--- src/hw/rtl/silence_gated_packet_admission_macros.svh ---
// Assertion macros for the silence-gated packet admission block.
// Included by modules that carry concurrent checks; no other dependencies.
`ifndef SILENCE_GATED_PACKET_ADMISSION_MACROS_SVH
`define SILENCE_GATED_PACKET_ADMISSION_MACROS_SVH

// Same-cycle implication, checked outside reset
`define SGPA_ASSERT_IMPL(label, clk, rstn, ante, cons, msg) \
    label: assert property (@(posedge clk) disable iff (!(rstn)) (ante) |-> (cons)) \
        else $error(msg);

// Next-cycle implication, checked outside reset
`define SGPA_ASSERT_NEXT(label, clk, rstn, ante, cons, msg) \
    label: assert property (@(posedge clk) disable iff (!(rstn)) (ante) |=> (cons)) \
        else $error(msg);

`endif

--- src/hw/rtl/sgpa_pkg.sv ---
// Shared widths, register indexes, command codes and reset values for the
// silence-gated packet admission block. No dependencies.
package sgpa_pkg;

    localparam int SAMPLE_W   = 16;
    localparam int MAG_W      = SAMPLE_W + 1;
    localparam int THRESH_W   = 16;
    localparam int POS_W      = 12;
    localparam int COUNT_W    = 8;
    localparam int CFG_DATA_W = 16;
    localparam int CFG_IDX_W  = 3;
    localparam int OUT_DATA_W = 16;

    // Configuration register indexes
    localparam logic [CFG_IDX_W-1:0] REG_SILENCE_THRESHOLD = 3'd0;
    localparam logic [CFG_IDX_W-1:0] REG_SAMPLES_PER_PKT   = 3'd1;
    localparam logic [CFG_IDX_W-1:0] REG_SILENT_TO_STOP    = 3'd2;
    localparam logic [CFG_IDX_W-1:0] REG_MIN_FILL          = 3'd3;
    localparam logic [CFG_IDX_W-1:0] REG_MAX_FILL          = 3'd4;

    // Beat kinds on the input channel
    localparam logic CMD_SAMPLE = 1'b0;
    localparam logic CMD_TAKE   = 1'b1;

    // Register reset values
    localparam logic [THRESH_W-1:0] THRESH_RST    = 16'd1024;
    localparam logic [POS_W-1:0]    PKT_LEN_RST   = 12'd320;
    localparam logic [COUNT_W-1:0]  STOP_RUN_RST  = 8'd50;
    localparam logic [COUNT_W-1:0]  MIN_FILL_RST  = 8'd12;
    localparam logic [COUNT_W-1:0]  MAX_FILL_RST  = 8'd150;

    // Result beat payload, highest bit first
    typedef struct packed {
        logic [OUT_DATA_W-15:0] pad;
        logic                   take_error;
        logic                   is_recording;
        logic [COUNT_W-1:0]     queued_packets;
        logic                   packet_ready;
        logic                   notify;
        logic                   oldest_dropped;
        logic                   packet_kept;
    } result_t;

endpackage

--- src/hw/rtl/silence_gated_packet_admission.sv ---
// Silence-gated packet admission: top level, single module.
// Depends on sgpa_pkg and silence_gated_packet_admission_macros.svh.
//
// Takes one beat per clock while s_tready is high: an audio sample
// (s_tuser = 0) or a take command (s_tuser = 1), and returns exactly one
// result beat for each. All state updates for a beat are done in the
// accepting cycle from the state registers, so a new beat can follow every
// cycle while results are taken; the sustained rate is then one beat per
// cycle. A result register backed by a one-entry skid stage decouples the
// two sides, so input is still taken while one result waits; s_tready
// drops only when both are full. Configuration writes take effect at the
// next edge and are meant for idle periods.
`include "silence_gated_packet_admission_macros.svh"

module silence_gated_packet_admission
    import sgpa_pkg::*;
(
    input  logic                  aclk,
    input  logic                  aresetn,
    // configuration write port
    input  logic                  cfg_we,
    input  logic [CFG_IDX_W-1:0]  cfg_index,
    input  logic [CFG_DATA_W-1:0] cfg_data,
    // input channel
    input  logic                  s_tvalid,
    output logic                  s_tready,
    input  logic [SAMPLE_W-1:0]   s_tdata,   // [15:0] sample (signed)
    input  logic                  s_tuser,   // [0] cmd
    // result channel
    output logic                  m_tvalid,
    input  logic                  m_tready,
    output logic [OUT_DATA_W-1:0] m_tdata,   // [0] packet_kept, [1] oldest_dropped,
                                             // [2] notify, [3] packet_ready,
                                             // [11:4] queued_packets,
                                             // [12] is_recording, [13] take_error,
                                             // [15:14] zero
    output logic                  m_tlast    // packet_end
);

    // Configuration registers
    logic [THRESH_W-1:0] thresh_reg;
    logic [POS_W-1:0]    pkt_len_reg;
    logic [COUNT_W-1:0]  stop_run_reg;
    logic [COUNT_W-1:0]  min_fill_reg;
    logic [COUNT_W-1:0]  max_fill_reg;

    // Block state
    logic [POS_W-1:0]   pos_reg,   pos_next;
    logic               loud_reg,  loud_next;
    logic               rec_reg,   rec_next;
    logic [COUNT_W-1:0] run_reg,   run_next;
    logic [COUNT_W-1:0] queue_reg, queue_next;
    logic               emit_reg,  emit_next;

    // Output register and skid stage
    logic    out_valid_reg;
    logic    skid_valid_reg;
    result_t out_data_reg, skid_data_reg;
    logic    out_last_reg, skid_last_reg;

    // Per-beat working values
    logic [MAG_W-1:0]   mag;
    logic               loud_acc;
    logic [POS_W-1:0]   pos_inc;
    logic [POS_W-1:0]   pkt_len;
    logic [COUNT_W:0]   queue_inc;
    logic               ended, kept, dropped, terr;
    result_t            result;
    logic               push, pop;

    assign push     = s_tvalid && s_tready;
    assign pop      = m_tvalid && m_tready;
    assign s_tready = !skid_valid_reg;
    assign m_tvalid = out_valid_reg;
    assign m_tdata  = out_data_reg;
    assign m_tlast  = out_last_reg;

    // Configuration writes; unknown indexes are ignored
    always_ff @(posedge aclk) begin
        if (!aresetn) begin
            thresh_reg   <= THRESH_RST;
            pkt_len_reg  <= PKT_LEN_RST;
            stop_run_reg <= STOP_RUN_RST;
            min_fill_reg <= MIN_FILL_RST;
            max_fill_reg <= MAX_FILL_RST;
        end else if (cfg_we) begin
            unique case (cfg_index)
                REG_SILENCE_THRESHOLD: thresh_reg   <= cfg_data[THRESH_W-1:0];
                REG_SAMPLES_PER_PKT:   pkt_len_reg  <= cfg_data[POS_W-1:0];
                REG_SILENT_TO_STOP:    stop_run_reg <= cfg_data[COUNT_W-1:0];
                REG_MIN_FILL:          min_fill_reg <= cfg_data[COUNT_W-1:0];
                REG_MAX_FILL:          max_fill_reg <= cfg_data[COUNT_W-1:0];
                default: ;
            endcase
        end
    end

    // Magnitude of the sample; the most negative value gives 32768
    assign mag = s_tdata[SAMPLE_W-1] ? (MAG_W'(1) << SAMPLE_W) - {1'b0, s_tdata}
                                     : {1'b0, s_tdata};
    assign loud_acc  = loud_reg || (mag >= {1'b0, thresh_reg});
    assign pos_inc   = pos_reg + POS_W'(1);
    assign pkt_len   = (pkt_len_reg == '0) ? POS_W'(1) : pkt_len_reg;
    assign queue_inc = {1'b0, queue_reg} + (COUNT_W+1)'(1);

    // Next state and result flags for the beat on the input
    always_comb begin
        pos_next   = pos_reg;
        loud_next  = loud_reg;
        rec_next   = rec_reg;
        run_next   = run_reg;
        queue_next = queue_reg;
        emit_next  = emit_reg;
        ended      = 1'b0;
        kept       = 1'b0;
        dropped    = 1'b0;
        terr       = 1'b0;

        if (s_tuser == CMD_TAKE) begin
            // take one packet, or flag that none is ready
            if (emit_reg && queue_reg != '0) begin
                queue_next = queue_reg - COUNT_W'(1);
                if (queue_next == '0 && !rec_reg) begin
                    emit_next = 1'b0;
                end
            end else begin
                terr = 1'b1;
            end
        end else if (pos_inc >= pkt_len) begin
            // packet complete: decide admission
            ended     = 1'b1;
            pos_next  = '0;
            loud_next = 1'b0;
            if (rec_reg) begin
                if (!loud_acc) begin
                    run_next = (run_reg != '1) ? run_reg + COUNT_W'(1) : run_reg;
                    if (run_next >= stop_run_reg) begin
                        rec_next = 1'b0;
                        if (queue_reg == '0) begin
                            emit_next = 1'b0;
                        end
                    end else begin
                        kept = 1'b1;
                    end
                end else begin
                    run_next = '0;
                    kept     = 1'b1;
                end
            end else if (loud_acc) begin
                rec_next = 1'b1;
                run_next = '0;
                kept     = 1'b1;
            end

            // admit to the queue; drop the oldest on overfill
            if (kept) begin
                queue_next = queue_inc[COUNT_W-1:0];
                if (queue_inc >= {1'b0, min_fill_reg}) begin
                    emit_next = 1'b1;
                    if (queue_inc > {1'b0, max_fill_reg}) begin
                        dropped    = 1'b1;
                        queue_next = queue_reg;
                    end
                end
            end
        end else begin
            // packet still open: advance position, hold loudness
            pos_next  = pos_inc;
            loud_next = loud_acc;
        end
    end

    // Assemble the result beat
    always_comb begin
        result                = '0;
        result.packet_kept    = kept;
        result.oldest_dropped = dropped;
        result.notify         = kept && emit_next;
        result.packet_ready   = emit_next && (queue_next != '0);
        result.queued_packets = queue_next;
        result.is_recording   = rec_next;
        result.take_error     = terr;
    end

    // Advance state on every accepted beat
    always_ff @(posedge aclk) begin
        if (!aresetn) begin
            pos_reg   <= '0;
            loud_reg  <= 1'b0;
            rec_reg   <= 1'b0;
            run_reg   <= '0;
            queue_reg <= '0;
            emit_reg  <= 1'b0;
        end else if (push) begin
            pos_reg   <= pos_next;
            loud_reg  <= loud_next;
            rec_reg   <= rec_next;
            run_reg   <= run_next;
            queue_reg <= queue_next;
            emit_reg  <= emit_next;
        end
    end

    // Output and skid valid flags
    always_ff @(posedge aclk) begin
        if (!aresetn) begin
            out_valid_reg  <= 1'b0;
            skid_valid_reg <= 1'b0;
        end else if (pop || !out_valid_reg) begin
            out_valid_reg  <= skid_valid_reg || push;
            skid_valid_reg <= 1'b0;
        end else if (push) begin
            skid_valid_reg <= 1'b1;
        end
    end

    // Output and skid payload
    always_ff @(posedge aclk) begin
        if (pop || !out_valid_reg) begin
            if (skid_valid_reg) begin
                out_data_reg <= skid_data_reg;
                out_last_reg <= skid_last_reg;
            end else begin
                out_data_reg <= result;
                out_last_reg <= ended;
            end
        end else if (push) begin
            skid_data_reg <= result;
            skid_last_reg <= ended;
        end
    end

    // Checks
    `SGPA_ASSERT_IMPL(a_skid_behind_out, aclk, aresetn, skid_valid_reg, out_valid_reg,
        "skid stage holds a beat while the output register is empty")
    `SGPA_ASSERT_NEXT(a_push_shows, aclk, aresetn, push && !out_valid_reg, out_valid_reg,
        "accepted beat did not reach the output register")
    `SGPA_ASSERT_NEXT(a_skid_drains, aclk, aresetn, pop && skid_valid_reg, !skid_valid_reg,
        "skid stage did not drain after the output was taken")
    `SGPA_ASSERT_IMPL(a_idle_not_emitting, aclk, aresetn,
        !rec_reg && queue_reg == '0, !emit_reg,
        "emitting with an empty queue while not recording")

endmodule
--- config.mk ---
export PLATFORM = sky130hd
export DESIGN_NAME = silence_gated_packet_admission
export DESIGN_NICKNAME = d
export VERILOG_FILES = /design/src/hw/rtl/sgpa_pkg.sv /design/src/hw/rtl/silence_gated_packet_admission.sv
export VERILOG_INCLUDE_DIRS = /design/src /design/src/hw/rtl
export SDC_FILE = /design/constraint.sdc
export NUM_CORES = 1
export LEC_CHECK = 0
export ABC_AREA = 0
export ABC_CLOCK_PERIOD_IN_PS = 5800
export BUFFER_PORTS_ARGS = -buffer_cell sky130_fd_sc_hd__buf_4
export CAP_MARGIN = 20
export CORE_ASPECT_RATIO = 1.5
export CORE_MARGIN = 10
export CORE_UTILIZATION = 60
export DETAILED_ROUTE_END_ITERATION = 8
export PLACE_DENSITY_LB_ADDON = 0.08
export SYNTH_ARGS = -nofsm -noshare
export SYNTH_HDL_FRONTEND = slang
export SYNTH_SLANG_ARGS = --single-unit
--- constraint.sdc ---
create_clock -name aclk -period 5.8 [get_ports aclk]
set_clock_uncertainty 0.2 [all_clocks]
set_input_delay 0.29 -clock aclk [delete_from_list [all_inputs] [get_ports aclk]]
set_output_delay 0.29 -clock aclk [all_outputs]
set_load 0.02 [all_outputs]
# Yosys cells after proc, flatten, opt, wreduce, memory -nomap -nowiden
# Index checks and enable logic that the tools add are counted.
# Widths: inputs -> output; s select.
classes:
  n_addsub: 5
  n_lt_le_gt_ge: 5
  eq_ne: 5
  muxes: 45
  bitwise: 3
  reduce_logical: 28
ops:
  columns: ["operator", "count"]
  rows:
  - ["$mux 8", 10]
  - ["$mux 1", 31]
  - ["$mux 12", 2]
  - ["$ge 17x16->1", 1]
  - ["$mux 17", 1]
  - ["$sub 17x16->17 const A", 1]
  - ["$logic_not 8->1", 2]
  - ["$reduce_bool 8->1", 2]
  - ["$mux 14", 1]
  - ["$reduce_and 2->1", 7]
  - ["$add 12x1->12 const B", 1]
  - ["$ge 12x12->1", 1]
  - ["$logic_not 12->1", 1]
  - ["$add 8x1->9 const B", 1]
  - ["$ge 9x8->1", 1]
  - ["$gt 9x8->1", 1]
  - ["$add 8x1->8 const B", 1]
  - ["$ge 8x8->1", 1]
  - ["$ne 8x8->1 const B", 1]
  - ["$sub 8x1->8 const B", 1]
  - ["$eq 3x2->1 const B", 2]
  - ["$logic_and 1x1->1", 6]
  - ["$reduce_and 4->1", 1]
  - ["$eq 3x1->1 const B", 1]
  - ["other kinds (7)", 13]
totals:
  regBits: 115
  input_bits: 41

# Logic depth before layout (Yosys ltp)
# Gate-level depths: netlist (run 1).
logic_depth:
  depth_word: 14
  ltp_mapped: 18
  mapped_depth_nobuf: 18

# Least setup slack after synthesis (run 1)
# OpenSTA, ideal clock, no wires.
synth_timing:
  kind: "flip-flop to flip-flop"
  start: "reg pos_reg[2]"
  end: "reg out_data_reg, in the netlist m_tdata[3] (data pin)"
  setup_ns: 0.298
  arrival_ns: 3.545
  required_time_ns: 5.302
  setup_slack_ns: 1.757
  stages_incl_launch_ff: 16
  n_path_buf: 0
  synth_period_minus_slack_ns: 4.043
  path_cell_list: "dfxtp_1 > and3_1 > and3_1 > and3_1 > and3_1 > nand3_1 > xnor2_1 > ha_1 > a221o_1 > o21ai_0 > or3_4 > or4b_4 > o221ai_4 > inv_2 > nor4_4 > a41oi_1"
synth_via:
  elab_chain_len: 7
synth_lines:
  columns: ["element", "line", "rtl"]
  rows:
  - ["start: declaration", "silence_gated_packet_admission.sv:48", "logic [POS_W-1:0] pos_reg, pos_next;"]
  - ["start signal: assignment", "silence_gated_packet_admission.sv:195", "pos_reg <= pos_next;"]
  - ["$add 12x1->12", "silence_gated_packet_admission.sv:102", "assign pos_inc = pos_reg + POS_W'(1);"]
  - ["$ge 12x12->1", "silence_gated_packet_admission.sv:129", "end else if (pos_inc >= pkt_len) begin"]
  - ["$mux 8", "silence_gated_packet_admission.sv:129", null]
  - ["$mux 8", "silence_gated_packet_admission.sv:119", "if (s_tuser == CMD_TAKE) begin"]
  - ["via queue_next[3]", "silence_gated_packet_admission.sv:52", "logic [COUNT_W-1:0] queue_reg, queue_next;"]
  - ["$reduce_bool 8->1", "silence_gated_packet_admission.sv:179", "result.packet_ready = emit_next && (queue_next != '0);"]
  - ["$logic_and 1x1->1", "silence_gated_packet_admission.sv:179", null]
  - ["$mux 14", "silence_gated_packet_admission.sv:220", "if (skid_valid_reg) begin"]
  - ["end signal: assignment", "silence_gated_packet_admission.sv:221", "out_data_reg <= skid_data_reg;"]
  - ["end signal: assignment", "silence_gated_packet_admission.sv:224", "out_data_reg <= result;"]
  - ["end: declaration", "silence_gated_packet_admission.sv:58", "result_t out_data_reg, skid_data_reg;"]
# The timed path passes the listed nets, and every way through them passes these cells.
# A chain may end at the register's enable or synchronous reset.

# Final worst setup path (run 1)
layout_timing:
  start: "reg pos_reg[0]"
  end: "reg out_data_reg, in the netlist m_tdata[3] (data pin)"
# The elaborated chain is that of the path after synthesis.

==> impl_metrics.tcl, run 1 <==
set metrics [dict create \
    cpPeakStageDelay_ns 0.61 \
    rsz0062_at_grt "no" \
    routed_wl_um 17600 \
    syn_inst 816 \
    place_congestion 0.900 \
    p_leak_nw 3.36 \
    slew_violations 0 \
    io-pin-count 60 \
    synthTopCellsByArea "dfxtp_1, edfxtp_1, ha_1" \
    grt_pass1_vias 6025 \
    reg2reg_from "pos_reg[0]$_SDFFE_PN0P_" \
    clk_pin_slew_ns 0.05 \
    hold_ws_ns 0.112 \
    largest_reg_flops 16 \
    hold_start "cfg_index[2]" \
    critPathLaunchType "flip-flop" \
    grt_max_degree 39 \
    crit_slowest_cell "nor2_1" \
    dpl_cell_area_mm2 0.00731 \
    crit_arrival_ns 4.66 \
    postCtsResizedCells 0 \
    setup_viol 0 \
    row_count 47 \
    cts.htree.levels 4 \
    final_cell_area_mm2 0.00815 \
    yosysWarningCount 0 \
    yosysTopAreaCell "dfxtp_1" \
    async_flop_share_pct 0 \
    fin_setup_tns_ns 0 \
    cp.buffers_inverters 0 \
    synth_area_mm2 0.00683 \
    crit_chain "ha_1 > and3_1 > and3_1 > and3_1 > and3_1 > xor2_1 > ha_1 > a221o_1 > o21ai_0 > nor2_1 > o21a_1 > a31oi_1 > xnor2_1 > nor4_4 > a41oi_1" \
    pwr_density_cell_mw_per_mm2 272 \
    max_freq_mhz 217 \
    die_w_um 107 \
    yosysSeqAreaShare_pct 38.1 \
    coreArea_mm2 0.0111 \
    grt_usage_pct 21.7 \
    yosysMostFrequentCell "nand2_1" \
    drt-initial-drc-count 341 \
    end_kind "flip-flop" \
    num-nets-final 980 \
    wl_per_cell_um 16.9 \
    synth_edf_count 30 \
    criticalPathCategory "reg2reg" \
    numCtsBuffers 17 \
    outcome "complete, no violations" \
    diodes 0 \
    timing.critical_path.mode_cell "and3_1" \
    drive_gt1_share_pct 13.9 \
    grt_overflow 0 \
    synth_cell_types 70 \
    cts_tree "built" \
    firstDrtPassIters 5 \
    start_util_pct 61.4 \
    design.die.area_mm2 0.0161 \
    io_buffers 57 \
    cts_num_sinks 115 \
    clock-root-buffer "clkbuf_16" \
    ant_nets 0 \
    yosys-top-cells-count "nand2_1, dfxtp_1, a21oi_1" \
    worstSetupStartpoint "pos_reg[0]$_SDFFE_PN0P_" \
    dr_total_vias 6043 \
    fin_crit_sh_pct 79.5 \
    synth.avg_cell_area_um2 8.36 \
    hold_viol_final 0 \
    ys_seq_elements 115 \
    irDropWorstVdd_mv 0.228 \
    area_growth_pct 19.5 \
    cap_viol_max_count 0 \
    clock_path_buffers 2 \
    min_path_type "in2reg" \
    synth_flop_cell "dfxtp_1" \
    synth.top_cell.area_share_pct 24.9 \
    worst-slew-pin-transition_ns 1.07 \
    cp.required_ns 5.85 \
    antenna_found_initial 0 \
    hpwl_um 13100 \
    clk-insertion-delay-late_ns 0.42 \
    period_minus_slack_ns 4.61 \
    viasPerCell 5.81 \
    die_h_um 151 \
    route.detailed.drc 0 \
    path_max_fanout 11 \
    grt_pass1_wl_um 28200 \
    relSlewSlack_pct 28.3 \
    critical_path.top_delay_family "simple AND/OR/NAND/NOR gates" \
]
==> cell families after synthesis <==
family	Yosys count	synth area share (%)
other	1	0.0549
muxes	10	1.61
adders and majority gates	59	10.8
DFF	115	38.1
xor gates and xnor gates	38	4.88
buffers and inverters	100	5.70
and+or+nand+nor	309	20.9
AOI/OAI and AO/OA	184	17.9
==> placed cells by master, fill, tap and decap left out, types with 4 or more instances in the layout <==
cell type,n
xnor2_1,25
mux2_2,8
inv_1,61
a21o_1,5
and3_1,15
nor2_1,56
a22oi_1,6
o21ai_0,24
nand3b_1,7
o211ai_1,13
xor2_1,13
nand2_1,161
nand2b_1,4
o21a_1,4
nor4_1,5
nor2b_1,6
ha_1,59
a211oi_1,6
bufinv_16,5
edfxtp_1,30
a21oi_1,79
o31ai_1,7
dlygate4sd3_1,20
clkbuf_16,17
nand4_1,10
nor3_1,10
buf_4,59
dfxtp_1,85
nand3_1,17
==> routing by layer <==
layer | share of wire [%] | vias to the layer above | track usage (%) | routed length, um
met3 | 5.7 | 56 | 4.54 | 1010
met1 | 36 | 2811 | 21.5 | 6410
met5 | 0 | - | 0 | 0
li1 | - | 2966 | - | -
met4 | 3.9 | 0 | 12.7 | 694
met2 | 54 | 210 | 40.4 | 9470
==> power by group <==
group	internal, mW	total [mW]	switching, mW
clock	0.759	1.13	0.373
sequential	0.845	0.859	0.0138
combinational	0.0951	0.226	0.131
==> final cells by class <==
class	instances	area (um^2)
timing repair buffer	79	643
clock buffer	18	429
clock inverter	14	210
tap	147	184
sequential	115	2600
multi-input combinational	602	3840
inverter	65	246
fill	868	2960
==> timing repair <==
| action | CTS | global route |
|---|---|---|
| hold endpoints to repair | 54 | 0 |
| hold buffers | 20 | 0 |
| setup buffers | 0 | 0 |
==> stage by stage <==
step | utilization [%] | worst slack [ns] | instances | power (mW)
CTS | 73.4 | 1.24 | 1040 | 2.23
detailed placement | 65.8 | 1.19 | 988 | 1.09
global placement | 65.8 | 1.30 | 988 | 1.08
floorplan | - | 1.76 | 817 | 1.01
finish | 73.4 | 1.19 | 1040 | 2.22
global route | 73.4 | 0.927 | 1040 | 2.29
==> worst min-delay path: cells and delay by family <==
kind / cells / cell delay [ns]
compound gates: 1 / 0.05
buf+inv: 1 / 0.10
simple gates: 2 / 0.24
==> final timing paths <==
kind / to / slack (ns) / cells past startpoint
max: m_tdata[3]$_DFFE_PP_ / 1.19 / 15
min: max_fill_reg[3]$_SDFFE_PN0P_ / 0.11 / 4
max reg2reg: m_tdata[3]$_DFFE_PP_ / 1.19 / 15
min reg2reg: min_fill_reg[6]$_SDFFE_PN0P_ / 0.26 / 2
(Power assumes the default switching activity.)
==> inputs of run 2 (changes only) <==
--- a/config.mk
+++ b/config.mk
@@ -7,12 +7,12 @@
 export NUM_CORES = 1
 export LEC_CHECK = 0
 export ABC_AREA = 0
-export ABC_CLOCK_PERIOD_IN_PS = 5800
+export ABC_CLOCK_PERIOD_IN_PS = 4080
 export BUFFER_PORTS_ARGS = -buffer_cell sky130_fd_sc_hd__buf_4
 export CAP_MARGIN = 20
 export CORE_ASPECT_RATIO = 1.5
 export CORE_MARGIN = 10
-export CORE_UTILIZATION = 60
+export CORE_UTILIZATION = 55
 export DETAILED_ROUTE_END_ITERATION = 8
 export PLACE_DENSITY_LB_ADDON = 0.08
 export SYNTH_ARGS = -nofsm -noshare
==> constraint.sdc (replaced) <==
create_clock -name aclk -period 4.08 [get_ports aclk]
set_clock_uncertainty 0.2 [all_clocks]
set_input_delay 0.204 -clock aclk [delete_from_list [all_inputs] [get_ports aclk]]
set_output_delay 0.204 -clock aclk [all_outputs]
set_load 0.02 [all_outputs]
==> run 2 against run 1 <==
Effect of this change: the flow now finishes with violations (setup timing); setup slack worse by 1.3 ns; sequential power is 42% higher; die area rose by 7.6%; maximum frequency grew 11%; first-iteration DRC count is 16% higher; clock-buffer cell count fell by 1.
==> impl_metrics.tcl, run 2 (synthesis results as in run 1) <==
set metrics [dict create \
    crit_arrival_ns 4.08 \
    area_growth_pct 27.8 \
    rsz0062_at_grt "yes" \
    fillers 933 \
    worstRegToRegCells 18 \
    antenna_found_initial 0 \
    coreArea_mm2 0.0121 \
    final_cell_mix "nand2_1, buf_4, dfxtp_1, a21oi_1, inv_1" \
    die_h_um 156 \
    clk_pin_slew_ns 0.05 \
    pwr_density_cell_mw_per_mm2 342 \
    worstSetupStartpoint "pos_reg[0]$_SDFFE_PN0P_" \
    multi_input_area_mm2 0.00402 \
    fin_setup_tns_ns -0.0762 \
    grt_pass1_vias 6576 \
    fin_crit_sh_pct 102 \
    cts_num_sinks 115 \
    grt_usage_pct 21.7 \
    violations "setup timing" \
    p_leak_nw 3.63 \
    r2r_setup_slack_ns -0.07 \
    firstDrtPassIters 6 \
    setup_ws_ns -0.0691 \
    drt-initial-drc-count 397 \
    criticalPathCategory "reg2reg" \
    io-pin-count 60 \
    worst-slew-pin-transition_ns 0.878 \
    grt_overflow 0 \
    hold_viol_final 0 \
    hpwl_um 14200 \
    design.die.area_mm2 0.0174 \
    slew_violations 0 \
    clock_path_buffers 2 \
    relSlewSlack_pct 40.9 \
    io_buffers 57 \
    dr_total_vias 6414 \
    finish.utilization_pct 72.2 \
    num-nets-final 1040 \
    clock-root-buffer "clkbuf_16" \
    cts_tree "built" \
    path_max_fanout 4 \
    irDropWorstVdd_mv 0.287 \
    end_kind "flip-flop" \
    dp_slack_ns -0.172 \
    grt_max_degree 53 \
    cp-endpoint "m_tdata[3]$_DFFE_PP_" \
    place_congestion 0.909 \
    largest_reg_flops 16 \
    routed_wl_um 19400 \
    wl_per_cell_um 17.5 \
    cp.required_ns 4.01 \
    viasPerCell 5.80 \
    clk-insertion-delay-late_ns 0.42 \
    hold_ws_ns 0.0173 \
    setup_viol 2 \
    ff_latch_area_mm2 0.00261 \
    period_minus_slack_ns 4.15 \
    row_count 49 \
    start_util_pct 56.5 \
    r2r-end "m_tdata[3]$_DFFE_PP_" \
    cap_viol_max_count 0 \
    reg2reg_from "pos_reg[0]$_SDFFE_PN0P_" \
    cts.htree.levels 4 \
    layout_commonest_cell "nand2_1" \
    grt_pass1_wl_um 31300 \
    drive_gt1_share_pct 22.5 \
    outcome "finished with violations" \
    ant_nets 0 \
    route.detailed.drc 0 \
    max_freq_mhz 241 \
    die_w_um 111 \
    diodes 0 \
    min_path_type "in2reg" \
    critPathLaunchType "flip-flop" \
    numCtsBuffers 17 \
]
-- run 2: cell count changes in the layout (fill, tap and decap cells not counted), sizes merged --
cell / delta
buf: +58
bufinv: -4
clkbuf: -1
clkinv: +1
clkinvlp: +2
dlygate4sd3: +2
inv: +2
-- run 2: routing by layer --
metal / up-vias / global-route usage, % / share of wire (%)
li1: 3086 / - / -
met1: 3040 / 21.1 / 37
met2: 226 / 41.6 / 55
met3: 62 / 4.98 / 4.8
met4: 0 / 11.5 / 3.9
met5: - / 0 / 0
-- run 2: what timing repair did --
action	in CTS	in global routing
endpoints found under the hold margin	55	0
buffers inserted	4	3
hold buffers	22	0
setup endpoints to repair	3	16
pin swaps	12	3
resized for setup	21	17
-- run 2: area by class of cell --
| type | count | area share [%] |
|---|---|---|
| inverters | 65 | 2.83 |
| flip-flops and latches | 115 | 29.9 |
| multi-input cells | 602 | 46.0 |
| well taps | 153 | 2.19 |
| clock inverters | 15 | 1.52 |
| repair buffers | 139 | 12.7 |
| clock buffers | 17 | 4.88 |
-- run 2: worst min-delay path by stage --
| stage | from | slack, ns | depth (start not counted) | to |
|---|---|---|---|---|
| after CTS | cfg_index[2] | 0.008 | 4 | max_fill_reg[3]$_SDFFE_PN0P_ |
| after floorplan | aresetn | 0.09 | 1 | max_fill_reg[4]$_SDFFE_PN1P_ |
| final | cfg_index[2] | 0.02 | 4 | max_fill_reg[3]$_SDFFE_PN0P_ |
| after global routing | cfg_index[2] | 0.03 | 4 | max_fill_reg[3]$_SDFFE_PN0P_ |
| after detailed placement | min_fill_reg[5]$_SDFFE_PN0P_ | 0.25 | 2 | min_fill_reg[5]$_SDFFE_PN0P_ |
| after global placement | cfg_data[10] | 0.24 | 3 | thresh_reg[10]$_SDFFE_PN1P_ |
-- run 2: critical path, cell delays in order (launching register included) --
cell,delay (ns)
dfxtp_2,0.34
and3_4,0.18
and3_4,0.19
and3_4,0.18
and3_4,0.21
xor2_1,0.19
ha_1,0.28
a211o_1,0.30
a211o_1,0.27
a211oi_2,0.26
buf_4,0.15
or3_4,0.14
inv_4,0.04
o21ai_2,0.09
buf_6,0.15
o21ai_1,0.13
xnor2_2,0.23
nor2_2,0.17
a41oi_1,0.14
-- run 2: through the flow --
stage | cell area (um^2) | cells | total power [mW]
CTS | 8600 | 1103 | 2.99
floorplan | 6830 | 817 | 1.44
global route | 8720 | 1106 | 3.08
detailed placement | 7700 | 1045 | 1.57
finish | 8720 | 1106 | 2.99
global placement | 7700 | 1045 | 1.56
-- run 2: power breakdown --
part / internal (mW) / switching (mW) / total [mW]
registers: 1.20 / 0.0194 / 1.22
clock network: 0.838 / 0.574 / 1.41
logic: 0.155 / 0.199 / 0.354
total: 2.19 / 0.793 / 2.99
==> inputs of run 3 (changes only) <==
--- a/config.mk
+++ b/config.mk
@@ -7,14 +7,14 @@
 export NUM_CORES = 1
 export LEC_CHECK = 0
 export ABC_AREA = 0
-export ABC_CLOCK_PERIOD_IN_PS = 4080
+export ABC_CLOCK_PERIOD_IN_PS = 4000
 export BUFFER_PORTS_ARGS = -buffer_cell sky130_fd_sc_hd__buf_4
 export CAP_MARGIN = 20
 export CORE_ASPECT_RATIO = 1.5
-export CORE_MARGIN = 10
-export CORE_UTILIZATION = 55
+export CORE_UTILIZATION = 60
 export DETAILED_ROUTE_END_ITERATION = 8
 export PLACE_DENSITY_LB_ADDON = 0.08
+export SKIP_CTS_REPAIR_TIMING = 1
 export SYNTH_ARGS = -nofsm -noshare
 export SYNTH_HDL_FRONTEND = slang
 export SYNTH_SLANG_ARGS = --single-unit
==> constraint.sdc (replaced) <==
create_clock -name aclk -period 4 [get_ports aclk]
set_clock_uncertainty 0.2 [all_clocks]
set_input_delay 0.2 -clock aclk [delete_from_list [all_inputs] [get_ports aclk]]
set_output_delay 0.2 -clock aclk [all_outputs]
set_load 0.02 [all_outputs]
==> run 3 against run 2 <==
Effect of this change: the flow still finishes with violations (setup timing); sequential share of layout area is 0.16 points lower; hold slack got worse by 0.0029 ns; flip-flop and latch count unchanged; clock-buffer cell count is the same; clock power up 9%; setup slack better by 0.016 ns; power is 5.2% higher; sequential power barely moved.
==> impl_metrics.tcl, run 3 (synthesis results as in run 1) <==
set metrics [dict create \
    outcome "finished with violations" \
    violations "setup timing" \
    largest_reg_flops 16 \
    crit_chain "and3_4 > and3_4 > and3_4 > and3_4 > nand3_4 > xnor2_2 > ha_2 > a211o_1 > a211o_1 > a211oi_4 > or3_4 > buf_4 > or4b_1 > a22oi_2 > a21oi_2 > mux2i_1 > a41oi_2" \
    coreArea_mm2 0.0111 \
    area_growth_pct 28.7 \
    timing.critical_path.mode_cell "and3_4" \
    num-nets-final 1039 \
    grt_overflow 0 \
    period_minus_slack_ns 4.05 \
    grt_pass1_vias 6265 \
    design.die.area_mm2 0.0118 \
    relSlewSlack_pct 39.4 \
    io_buffers 57 \
    irDropWorstVdd_mv 0.301 \
    p_sw_mw 0.824 \
    route.detailed.drc 0 \
    io-pin-count 60 \
    power.share.combinational_pct 11.5 \
    total_power_mw 3.14 \
    hpwl_um 13400 \
    row_count 47 \
    setup_viol 1 \
    fin_crit_sh_pct 101 \
    die_h_um 133 \
    clk-insertion-delay-late_ns 0.42 \
    routed_wl_um 18600 \
    final_cell_mix "nand2_1, buf_4, dfxtp_1, a21oi_1, inv_1" \
    p_leak_nw 3.68 \
    min_path_type "in2reg" \
    clk_pin_slew_ns 0.06 \
    fin_setup_tns_ns -0.0531 \
    fillers 784 \
    worst-slew-pin-transition_ns 0.906 \
    clock-root-buffer "clkbuf_16" \
    slew_violations 0 \
    criticalPathCategory "reg2reg" \
    crit_arrival_ns 3.99 \
    grt_usage_pct 31.9 \
    pwr_density_cell_mw_per_mm2 358 \
    crit_slowest_cell "or4b_1" \
    critPathLaunchType "flip-flop" \
    clock_path_buffers 2 \
    firstDrtPassIters 5 \
    diodes 0 \
    setup_ws_ns -0.0531 \
    cp.required_ns 3.94 \
    cap_viol_max_count 0 \
    cpPeakStageDelay_ns 0.48 \
    numCtsBuffers 17 \
    dr_total_vias 6391 \
    drive_gt1_share_pct 23.5 \
    viasPerCell 5.82 \
    cts.htree.levels 4 \
    dpl_cell_area_mm2 0.00776 \
    grt_pass1_wl_um 29200 \
    hold_viol_final 0 \
    switching_share_pct 26.2 \
    ant_nets 0 \
    path_max_fanout 4 \
    place_congestion 0.894 \
    cts_num_sinks 115 \
    wl_per_cell_um 16.9 \
    cts_tree "built" \
    clock_power_share_pct 48.9 \
    intPower_mw 2.32 \
    end_kind "flip-flop" \
    grt_max_degree 49 \
    final_cell_area_mm2 0.00878 \
    rsz0062_at_grt "yes" \
    layout_commonest_cell "nand2_1" \
    antenna_found_initial 0 \
    finish.utilization_pct 79.4 \
    pwr-share-seq_pct 39.6 \
    drt-initial-drc-count 299 \
    max_freq_mhz 247 \
    die_w_um 89.1 \
    start_util_pct 61.7 \
]
run 3: cell types whose count changed in the layout (fill, tap and decap cells not counted), sizes merged:
cell         previous run  this run
clkinv                  8         2
buf                   117       119
dlygate4sd3            22        19
bufinv                  1         2
inv                    68        73
run 3: worst paths after layout:
path | start | slack, ns | depth (start not counted) | end
worst max-delay path | pos_reg[0]$_SDFFE_PN0P_ | -0.05 | 17 | m_tdata[3]$_DFFE_PP_
worst min-delay path | cfg_index[2] | 0.01 | 4 | max_fill_reg[0]$_SDFFE_PN0P_
worst max register to register | pos_reg[0]$_SDFFE_PN0P_ | -0.05 | 17 | m_tdata[3]$_DFFE_PP_
worst min register to register | stop_run_reg[2]$_SDFFE_PN0P_ | 0.25 | 2 | stop_run_reg[2]$_SDFFE_PN0P_
run 3: power groups by stage:
stage	Clock (mW)	Combinational, mW	Sequential [mW]
after floorplan	0	0.190	1.27
after global placement	0	0.327	1.27
after detailed placement	0	0.336	1.27
after CTS	1.54	0.338	1.24
after global routing	1.60	0.395	1.25
final	1.54	0.362	1.25
run 3: critical path, delay by kind of cell (launching register included):
family                   cells  cell delay, ns
adder cells (fa/ha/maj)      1            0.21
flip-flops                   1            0.34
AND/OR/NAND/NOR              7            1.78
AO/OA/AOI/OAI                6            0.70
buffers and inverters        1            0.15
multiplexers                 1            0.19
XOR/XNOR                     1            0.19
run 3: metal layers:
metal  vias to the layer above  share of wire, %  global-route usage, %  routed length (um)
met1                      3032                36                   32.7                6750
met5                         -                 0                      0                   0
met3                        72               4.1                   6.49                 758
li1                       3084                 -                      -                   -
met4                         0               3.9                   16.8                 727
met2                       203                56                   58.6               10400
run 3: layout make-up:
cell class / instances / area, um^2 / share of cell area, %
inverters: 65 / 246 / 2.81
repair buffers: 138 / 1090 / 12.4
well taps: 147 / 184 / 2.09
flip-flops and latches: 115 / 2610 / 29.7
multi-input cells: 602 / 4060 / 46.2
clock inverters: 15 / 170 / 1.94
clock buffers: 17 / 425 / 4.84
run 3: per-stage QoR:
step	worst slack, ns	hold WS, ns	cells
2_1_floorplan	0.000999	0.0889	817
6_report	-0.0531	0.0144	1099
3_5_place_dp	-0.226	0.249	1045
4_1_cts	-0.212	-0.171	1077
3_3_place_gp	-0.131	0.242	1045
5_1_grt	-0.187	0.0261	1099
